<file path="src/qpt_fifo.sv">
// short flop queue between front and back
module qpt_fifo #(
  parameter int W     = 8,
  parameter int DEPTH = 4
) (
  input  logic         clk,
  input  logic         rst,
  input  logic         in_valid,
  output logic         in_stall,
  input  logic [W-1:0] in_data,
  output logic         out_valid,
  input  logic         out_stall,
  output logic [W-1:0] out_data
);
  localparam int AW = (DEPTH > 1) ? $clog2(DEPTH) : 1;
  localparam int CW = $clog2(DEPTH + 1);

  logic [DEPTH-1:0][W-1:0] mem;
  logic [AW-1:0] wr_ptr, rd_ptr;
  logic [CW-1:0] count;
  logic push, pop;

  assign in_stall  = (count == CW'(DEPTH));
  assign out_valid = (count != '0);
  assign push      = in_valid && !in_stall;
  assign pop       = out_valid && !out_stall;
  assign out_data  = mem[rd_ptr];

  always_ff @(posedge clk) begin
    if (rst) begin
      wr_ptr <= '0;
      rd_ptr <= '0;
      count  <= '0;
    end else begin
      if (push) wr_ptr <= (wr_ptr == AW'(DEPTH - 1)) ? '0 : wr_ptr + 1'b1;
      if (pop)  rd_ptr <= (rd_ptr == AW'(DEPTH - 1)) ? '0 : rd_ptr + 1'b1;
      if (push && !pop) count <= count + 1'b1;
      else if (pop && !push) count <= count - 1'b1;
    end
  end

  always_ff @(posedge clk) begin
    if (push) mem[wr_ptr] <= in_data;
  end

  a_count: assert property (@(posedge clk) disable iff (rst)
    count <= CW'(DEPTH))
    else $error("queue count past depth");

endmodule

</file>
<file path="config.mk">
export PLATFORM = sky130hd
export DESIGN_NAME = qpt_fifo
export DESIGN_NICKNAME = d
export VERILOG_FILES = /design/src/qpt_fifo.sv
export SDC_FILE = /design/constraint.sdc
export NUM_CORES = 1
export LEC_CHECK = 0
export BUFFER_PORTS_ARGS = -buffer_cell sky130_fd_sc_hd__buf_2
export CORE_UTILIZATION = 55
export CTS_BUF_LIST = sky130_fd_sc_hd__clkbuf_8
export DETAILED_ROUTE_END_ITERATION = 12
export PLACE_DENSITY_LB_ADDON = 0.12
export SYNTH_ARGS = -nofsm -noshare
export SYNTH_HDL_FRONTEND = slang
export SYNTH_SLANG_ARGS = --single-unit
</file>
<file path="constraint.sdc">
create_clock -name clk -period 3 [get_ports clk]
set_input_delay 0.45 -clock clk [delete_from_list [all_inputs] [get_ports clk]]
set_output_delay 0.45 -clock clk [all_outputs]
set_load 0.01 [all_outputs]
</file>
==> results of run 1 <==
==> synthesized netlist by cell type <==
cell type	n
o31ai_2	1
or4_1	1
a21oi_1	4
ha_1	6
clkbuf_1	2
o21ai_1	1
nand3b_1	1
nand3_1	2
nor2_2	1
mux4_2	8
or3b_1	1
dfxtp_1	7
or3_2	1
nor3_1	2
fa_1	1
xor2_1	2
nand2b_1	1
inv_1	5
mux2i_1	1
o21ai_0	3
clkinv_4	1
nor2_1	2
buf_6	2
edfxtp_1	32
and3_2	4
==> kinds of logic after synthesis <==
| logic type | after synthesis |
|---|---|
| AOI/OAI and AO/OA | 9 |
| muxes | 9 |
| buffers and inverters | 10 |
| DFF | 39 |
| adders and majority gates | 7 |
| and+or+nand+nor | 16 |
| xor gates and xnor gates | 2 |
==> layer usage <==
layer	track usage	vias to the layer above
li1	-	402
met1	0.1856	409
met2	0.3146	24
met3	0.05116	8
met4	0.1115	0
met5	0	-
==> cell usage in the layout, fill, tap and decap left out, drive strengths merged, types with 3 or more instances in the layout <==
cell     n
buf     21
and3     4
mux4     8
o21ai    4
dfxtp    7
clkbuf   5
nor2     3
ha       6
inv      7
a21oi    4
edfxtp  32
==> worst paths after layout <==
| check | startpoint | to | slack (ns) | cells after the start |
|---|---|---|---|---|
| max | count[0]$_SDFFE_PP0P_ | count[2]$_SDFFE_PP0P_ | 0.71 | 9 |
| min | in_data[2] | mem[2]$_DFFE_PP_ | 0.38 | 1 |
| max reg2reg | count[0]$_SDFFE_PP0P_ | count[2]$_SDFFE_PP0P_ | 0.71 | 9 |
| min reg2reg | wr_ptr[1]$_SDFFE_PP0P_ | wr_ptr[1]$_SDFFE_PP0P_ | 0.52 | 2 |
==> power by group <==
| part | switching, mW | total, mW | leakage, nW | internal, mW |
|---|---|---|---|---|
| clock network | 0.161 | 0.317 | 0.0505 | 0.156 |
| logic | 0.173 | 0.355 | 0.277 | 0.182 |
| registers | 0.0614 | 0.721 | 0.351 | 0.659 |
==> cell type report <==
cell class,count,area (um^2)
Timing Repair Buffer,21,105.1
Tap cell,31,38.79
Multi-Input combinational cell,43,456.7
Clock buffer,5,68.82
Sequential cell,39,1101
Inverter,6,27.53
Fill cell,202,947.2
Clock inverter,3,12.51
==> registers in the layout, indices dropped and copies added, names as in the netlist <==
signal	cells
wr_ptr	2
mem	32
rd_ptr	2
count	3
==> worst max-delay path: cells and delay by family (launching register included) <==
family | cells | cell delay, ns
flops | 1 | 0.41
simple gates | 3 | 0.82
buf+inv | 2 | 0.14
fa+ha+maj | 2 | 0.57
compound gates | 1 | 0.14
xor+xnor | 1 | 0.16
==> metrics by stage <==
stage,util,std cells,worst slack (ns),cell area [um^2]
after global routing,0.6565,148,0.4912,1810
final,0.6565,148,0.7050,1810
after global placement,0.6270,140,0.7835,1729
after detailed placement,0.6270,140,0.6982,1729
after CTS,0.6565,148,0.7006,1810
after floorplan,-,92,0.8482,1615
==> run metrics, run 1 <==
status=complete, no violations; Post-Synth XOR/XNOR Area=0.01084; post-route setup TNS=0 ns; Layout area overhead=12.08%; vias in the first global route=871; post-synth cell types=25; Synth Net Count=111; Synth Area in Compound Gates=0.03253; port bufs=21; worst min-delay path class=in -> reg; vias per inst=5.696; f_max=435.7 MHz; Die Ht=56.20 um; Worst setup SP type=register; post-synthesis mux area share=0.1177; CP max FO=7; CTS Buffer Depth=2; VDD IR-drop max=0.6153 mV; Die W=56.20 um; kind of critical path=reg -> reg; final worst-path cycle share=0.7650; largest net degree at the start of global routing=12; Crit. End Element=register; Clock Latency Late Sink=0.28 ns; cts repair resizes=0; Seq/Total Area, Yosys=0.6816; power per cell area=769.1 nW/um^2; clock skew=0.006476 ns; share of cells above drive strength 1=0.3675; H-tree levels=2; met3 WL=94 um; DP HPWL=1786 um; CTS clk-pin slew, worst paths=0.07 ns; final net count=135; Overflow after GRT=0; synthesized cell area=1615 um^2; CTS tree=yes; Slowest-stage cell, CP=or3_2; DR vias=843; cell chain of the critical path=or3b_1, clkinv_4, nor2_2, ha_1, inv_1, fa_1, xor2_1, or3_2, a21oi_1; Least-Margin Pin Slew=0.5988 ns; CTS Buf Count=5; routability cong.=0.7614; # diodes=0; leak pwr=0.6782 nW; IO Count=22; initial antenna violation count=0; first-pass GRT wire length=3884 um; fin. max-slew vios=0; Synth Area in Simple Gates=0.06274; ranking of synthesized cells by area=edfxtp_1, mux4_2, dfxtp_1; Total Wirelength=2431 um; Initial Util=0.5858; largest family of logic cells by synthesized area=multiplexers; total power=1.392 mW; setup bufs post-CTS=0; top-area cell type share of the netlist area=0.5949; hold buffers post-CTS=0; Root Driver=clkbuf_8; met2 wire len=1320 um; Post-Synthesis Cells=92; final setup vio count=0; Total GRT Usage=0.1787; final hold vios=0; critical path's largest stage delay=0.42 ns; uppermost layer routed=met4; drt pass-1 iters=4; top cell type by total area after synthesis=edfxtp_1; Slew HR=0.6002; row count=19; CP arrival=2.51 ns; die area=3158 um^2; Critical Path RT=3.21 ns; Seq cells post-synth=39; min Tclk post-route=2.295 ns; unrepaired setup endpoints after global routing=false; Mean Syn Cell Area=17.56 um^2; Ys Warns=0; DRC=0; per-cell routed wire length=16.43 um; max-cap violations=0; antenna-violating nets left=0; Min Hold Slack=0.3848 ns; Detailed Route Iter0 Violations=12; core area=2758 um^2; post-route met1 wirelength=931 um; Adder-Cell Fraction of Synth Area=0.05887; Clock Sinks=39
No activity file was read; power rests on OpenSTA's default activity.
==> inputs of run 2 (changes only) <==
==> constraint.sdc (replaced) <==
create_clock -name clk -period 2.38 [get_ports clk]
set_input_delay 0.357 -clock clk [delete_from_list [all_inputs] [get_ports clk]]
set_output_delay 0.357 -clock clk [all_outputs]
set_load 0.01 [all_outputs]
==> run metrics, run 2 (synthesized netlist as in run 1, its figures left out) <==
Post-Layout Cell Count=148 (unchanged); Total GRT Usage=0.1787 (unchanged); met3 Resource Use GR=0.05116 (unchanged); final hold vios=0 (unchanged); global route hottest layer=met2; drt pass-1 iters=4 (unchanged); Area after DPL=1729 um^2 (unchanged); setup bufs post-CTS=0 (unchanged); CTS Buf Count=5 (unchanged); Initial Util=0.5858 (unchanged); Root Driver=clkbuf_8; f_max=452.6 MHz (+3.9%); setup slack, reg-to-reg=0.17 ns (-0.53 ns); final net count=135 (unchanged); kind of critical path=reg -> reg; DRC=0 (unchanged); max-cap violations=0 (unchanged); DR vias=841 (-0.24%); Clock Sinks=39 (unchanged); biggest regs=mem x32, count x3; flip-flop and latch area=1101 um^2 (unchanged); clock skew=0.006484 ns (+0.000008300 ns); Detailed Route Iter0 Violations=19 (+7); Total Wirelength=2440 um (+0.37%); CTS clk-pin slew, worst paths=0.07 ns (about the same); combinational share of power=0.256 (about the same); Placed Instances=140 (unchanged); row count=19 (unchanged); Worst setup SP type=register; CP arrival=2.42 ns (-0.09 ns); Die W=56.20 um (unchanged); commonest non-fill, non-tap cell in the layout=edfxtp_1; multi-input logic area=464.2 um^2 (+1.6%); post-route setup TNS=0 ns (unchanged); final setup vio count=0 (unchanged); Clock Latency Late Sink=0.28 ns (about the same); total power=1.763 mW (+27%); worst min-delay path class=in -> reg; IO Count=22 (unchanged); max reg flops=32 (unchanged); Reg power frac=0.518 (about the same); largest net degree at the start of global routing=12 (unchanged); routability cong.=0.7614 (unchanged); met1 Use GR=0.1856 (unchanged); Least-Margin Pin Slew=0.6055 ns (+0.006697 ns); vias in the first global route=871 (unchanged); H-tree levels=2 (unchanged); Switching Share=0.2833 (-0.0005120); NetSw=0.4995 mW (+26%); share of cells above drive strength 1=0.3846 (+0.01709); min-delay src=in_data[0]; unrepaired setup endpoints after global routing=false; antenna-violating nets left=0 (unchanged); first-pass GRT wire length=3884 um (unchanged); final worst-path cycle share=0.9284 (+0.1634); fin. max-slew vios=0 (unchanged); min Tclk post-route=2.210 ns (-0.08534 ns); clock share of power=0.226 (about the same); per-cell routed wire length=16.49 um (+0.37%); initial antenna violation count=0 (unchanged); CP max FO=7 (unchanged); Critical Path RT=2.59 ns (-0.62 ns); Biggest register=mem; critical path's largest stage delay=0.43 ns (about the same); met2 usage=0.3146 (unchanged); VDD IR-drop max=0.7789 mV (+27%); Crit. End Element=register; most frequent cells in the layout=edfxtp_1, buf_2, mux4_2; Overflow after GRT=0 (unchanged); core area=2758 um^2 (unchanged); # diodes=0 (unchanged); Layout area overhead=12.55%; port bufs=21 (unchanged); die area=3158 um^2 (unchanged); FILL cells=201 (-0.50%); Slew HR=0.5958 (-0.004471); hold buffers post-CTS=0 (unchanged); DP HPWL=1786 um (unchanged); Die Ht=56.20 um (unchanged); Worst Setup SP=count[0]$_SDFFE_PP0P_; cell area after layout=1818 um^2 (+0.41%); leak pwr=0.6816 nW (+0.50%); internal cell power=1.263 mW (+27%); cell chain of the critical path=or3b_4, clkinv_4, nor2_2, ha_1, inv_1, fa_1, xor2_1, or3_2, a21oi_1; status=complete, no violations; RR Startpoint=count[0]$_SDFFE_PP0P_; CTS Buffer Depth=2 (unchanged); final worst setup slack=0.1703 ns (-0.5347 ns); Place WS=0.07816 ns (-0.6200 ns); Slowest-stage cell, CP=dfxtp_1; vias per inst=5.682 (-0.24%); power per cell area=969.6 nW/um^2 (+26%); CTS tree=yes
run 2: cell types whose count changed in the layout (fill, tap and decap cells not counted):
cell	previous run	this run
nor3_2	0	1
or3b_1	1	0
or3b_4	0	1
nor3_1	2	1
run 2: layout make-up:
cell class / count / share of cell area
timing repair buffer: 21 / 0.05781
sequential: 39 / 0.6056
clock buffer: 5 / 0.03785
tap: 31 / 0.02134
inverter: 6 / 0.01514
multi-input combinational: 43 / 0.2553
clock inverter: 3 / 0.006882
run 2: what timing repair did:
action | in CTS | in global routing
resized for setup | 0 | 2
hold endpoints to repair | 0 | 0
setup endpoints to repair | 0 | 1
run 2: power by group through the flow:
| stage | clock network, mW | logic (mW) | registers, mW |
|---|---|---|---|
| 6_report | 0.399 | 0.451 | 0.913 |
| 5_1_grt | 0.436 | 0.500 | 0.930 |
| 4_1_cts | 0.412 | 0.453 | 0.913 |
| 3_5_place_dp | 0 | 0.450 | 0.928 |
| 3_3_place_gp | 0 | 0.437 | 0.921 |
| 2_1_floorplan | 0 | 0.373 | 0.878 |
run 2: stage by stage:
step / utilization / hold slack, ns
floorplan: - / 0.4559
CTS: 0.6565 / 0.2833
global placement: 0.6270 / 0.4876
finish: 0.6593 / 0.2917
detailed placement: 0.6270 / 0.5150
global route: 0.6593 / 0.2829
run 2: worst max-delay path: cells and delay by family (launching register included):
kind / cells / cell delay, ns
buffers and inverters: 2 / 0.12
flip-flops: 1 / 0.43
AO/OA/AOI/OAI: 1 / 0.14
adder cells (fa/ha/maj): 2 / 0.56
AND/OR/NAND/NOR: 3 / 0.74
XOR/XNOR: 1 / 0.15
run 2: layer usage:
metal	routed length [um]	share of wire
met2	1324	0.54
met3	86	0.035
met5	0	0
met1	943	0.39
met4	85	0.035
run 2: path summary, 6_finish.rpt:
check                           cells past startpoint                     end
worst max-delay path                                9   count[2]$_SDFFE_PP0P_
worst min register to register                      2  wr_ptr[1]$_SDFFE_PP0P_
worst max register to register                      9   count[2]$_SDFFE_PP0P_
worst min-delay path                                1        mem[0]$_DFFE_PP_
==> inputs of run 3 (changes only) <==
--- a/config.mk
+++ b/config.mk
@@ -5,11 +5,12 @@
 export SDC_FILE = /design/constraint.sdc
 export NUM_CORES = 1
 export LEC_CHECK = 0
-export BUFFER_PORTS_ARGS = -buffer_cell sky130_fd_sc_hd__buf_2
 export CORE_UTILIZATION = 55
 export CTS_BUF_LIST = sky130_fd_sc_hd__clkbuf_8
 export DETAILED_ROUTE_END_ITERATION = 12
+export DONT_BUFFER_PORTS = 1
 export PLACE_DENSITY_LB_ADDON = 0.12
+export RECOVER_POWER = 25
 export SYNTH_ARGS = -nofsm -noshare
 export SYNTH_HDL_FRONTEND = slang
 export SYNTH_SLANG_ARGS = --single-unit
==> run metrics, run 3 (synthesized netlist as in run 1, its figures left out) <==
CTS tree=yes; status=complete, no violations; Critical Path RT=2.61 ns (+0.02 ns); final hold vios=0 (unchanged); leak pwr=0.6257 nW (-8.2%); power per cell area=1094 nW/um^2 (+13%); unrepaired setup endpoints after global routing=false; initial antenna violation count=0 (unchanged); RR Startpoint=count[0]$_SDFFE_PP0P_; Total GRT Usage=0.1729 (-0.005759); per-cell routed wire length=17.82 um (+8.1%); Worst setup SP type=register; cell area after layout=1779 um^2 (-2.1%); internal cell power=1.448 mW (+15%); Layout area overhead=10.15%; min-delay src=rst; Area after DPL=1639 um^2 (-5.2%); total power=1.946 mW (+10%); largest net degree at the start of global routing=13 (+1); setup bufs post-CTS=0 (unchanged); commonest non-fill, non-tap cell in the layout=edfxtp_1; row count=19 (unchanged); vias per inst=5.775 (+1.6%); vias in the first global route=848 (-2.6%); Least-Margin Pin Slew=0.6414 ns (+0.03586 ns); Total Wirelength=2299 um (-5.8%); VDD IR-drop max=1.058 mV (+36%); Die W=56.20 um (unchanged); Placed Instances=121 (-14%); Switching Share=0.2559 (-0.02740); f_max=455.5 MHz (+0.64%); hold buffers post-CTS=0 (unchanged); core area=2758 um^2 (unchanged); routability cong.=0.6933 (-8.9%); CTS Buffer Depth=2 (unchanged); Slew HR=0.5718 (-0.02394); CP arrival=2.43 ns (about the same); DRC=0 (unchanged); DP HPWL=1534 um (-14%); NetSw=0.4981 mW (-0.27%); Biggest register=mem; DR vias=745 (-11%); CTS clk-pin slew, worst paths=0.07 ns (about the same); most frequent cells in the layout=edfxtp_1, mux4_2, dfxtp_1; final worst-path cycle share=0.9225 (-0.005914); FILL cells=193 (-4.0%); cell chain of the critical path=or3b_4, clkinv_4, nor2_2, ha_1, inv_1, fa_1, xor2_1, or3_2, a21oi_1; Clock Sinks=39 (unchanged); combinational share of power=0.205 (-0.051); Clock Latency Late Sink=0.29 ns (about the same); CP max FO=4 (-3); CTS Buf Count=5 (unchanged); Min Hold Slack=0.1200 ns (-0.1716 ns); worst min-delay path class=in -> reg; Slowest-stage cell, CP=dfxtp_1; fin. max-slew vios=0 (unchanged); port bufs=0 (-100%); antenna-violating nets left=0 (unchanged); post-layout util=0.6452 (-0.01406); final worst setup slack=0.1844 ns (+0.01408 ns); Initial Util=0.5858 (unchanged); Crit. End Element=register; final setup vio count=0 (unchanged); biggest regs=mem x32, count x3; clock skew=0.009269 ns (+0.002785 ns); drt pass-1 iters=4 (unchanged); max-cap violations=0 (unchanged); critical path's largest stage delay=0.43 ns (about the same); min Tclk post-route=2.196 ns (-0.01408 ns); die area=3158 um^2 (unchanged); final net count=116 (-14%); Worst Setup SP=count[0]$_SDFFE_PP0P_; post-route setup TNS=0 ns (unchanged); Die Ht=56.20 um (unchanged); max reg flops=32 (unchanged); Place WS=0.1091 ns (+0.03095 ns); H-tree levels=2 (unchanged); clock share of power=0.326 (+0.100); setup slack, reg-to-reg=0.18 ns (about the same); Post-Layout Cell Count=129 (-13%); first-pass GRT wire length=3746 um (-3.6%); Reg power frac=0.469 (-0.049); Overflow after GRT=0 (unchanged); kind of critical path=reg -> reg; share of cells above drive strength 1=0.2755 (-0.1091); IO Count=22 (unchanged); # diodes=0 (unchanged); Root Driver=clkbuf_8; Detailed Route Iter0 Violations=18 (-1)
-- run 3: changes by cell type in the layout (fill, tap and decap cells not counted) --
cell,previous run,this run
clkinv_2,1,0
inv_1,7,6
buf_4,0,2
bufinv_16,0,2
buf_2,21,0
-- run 3: path summary, 6_finish.rpt --
kind / endpoint / cells after the start
setup / recovery: count[2]$_SDFFE_PP0P_ / 9
hold / removal: rd_ptr[1]$_SDFFE_PP0P_ / 1
setup reg to reg: count[2]$_SDFFE_PP0P_ / 9
hold reg to reg: wr_ptr[1]$_SDFFE_PP0P_ / 2
-- run 3: power groups by stage --
stage	clock network, mW	registers, mW	logic [mW]
final	0.635	0.912	0.399
after global routing	0.675	0.926	0.444
after CTS	0.648	0.912	0.398
after detailed placement	0	0.927	0.395
after global placement	0	0.922	0.387
after floorplan	0	0.878	0.373
-- run 3: routing by layer --
| layer | share of wire | up-vias | GRT usage |
|---|---|---|---|
| met5 | 0 | - | 0 |
| li1 | - | 361 | - |
| met1 | 0.42 | 359 | 0.1751 |
| met3 | 0.052 | 6 | 0.08372 |
| met2 | 0.51 | 19 | 0.2908 |
| met4 | 0.022 | 0 | 0.09408 |
-- run 3: cell type report --
cell class	count	area, um^2	share of cell area
repair buffers	2	15.01	0.008439
inverters	6	27.53	0.01547
well taps	31	38.79	0.02180
multi-input cells	43	464.2	0.2609
clock buffers	5	68.82	0.03868
flip-flops and latches	39	1101	0.6188
clock inverters	3	63.81	0.03586
-- run 3: what timing repair did --
item | 4_1_cts | 5_1_grt
endpoints found under the hold margin | 0 | 0
resized for setup | 0 | 2
endpoints found under the setup margin | 0 | 1
-- run 3: critical path, delay by kind of cell, from the launching register on --
family,cells,cell delay [ns]
xor+xnor,1,0.16
fa+ha+maj,2,0.57
compound gates,1,0.14
simple gates,3,0.72
buf+inv,2,0.12
flops,1,0.43
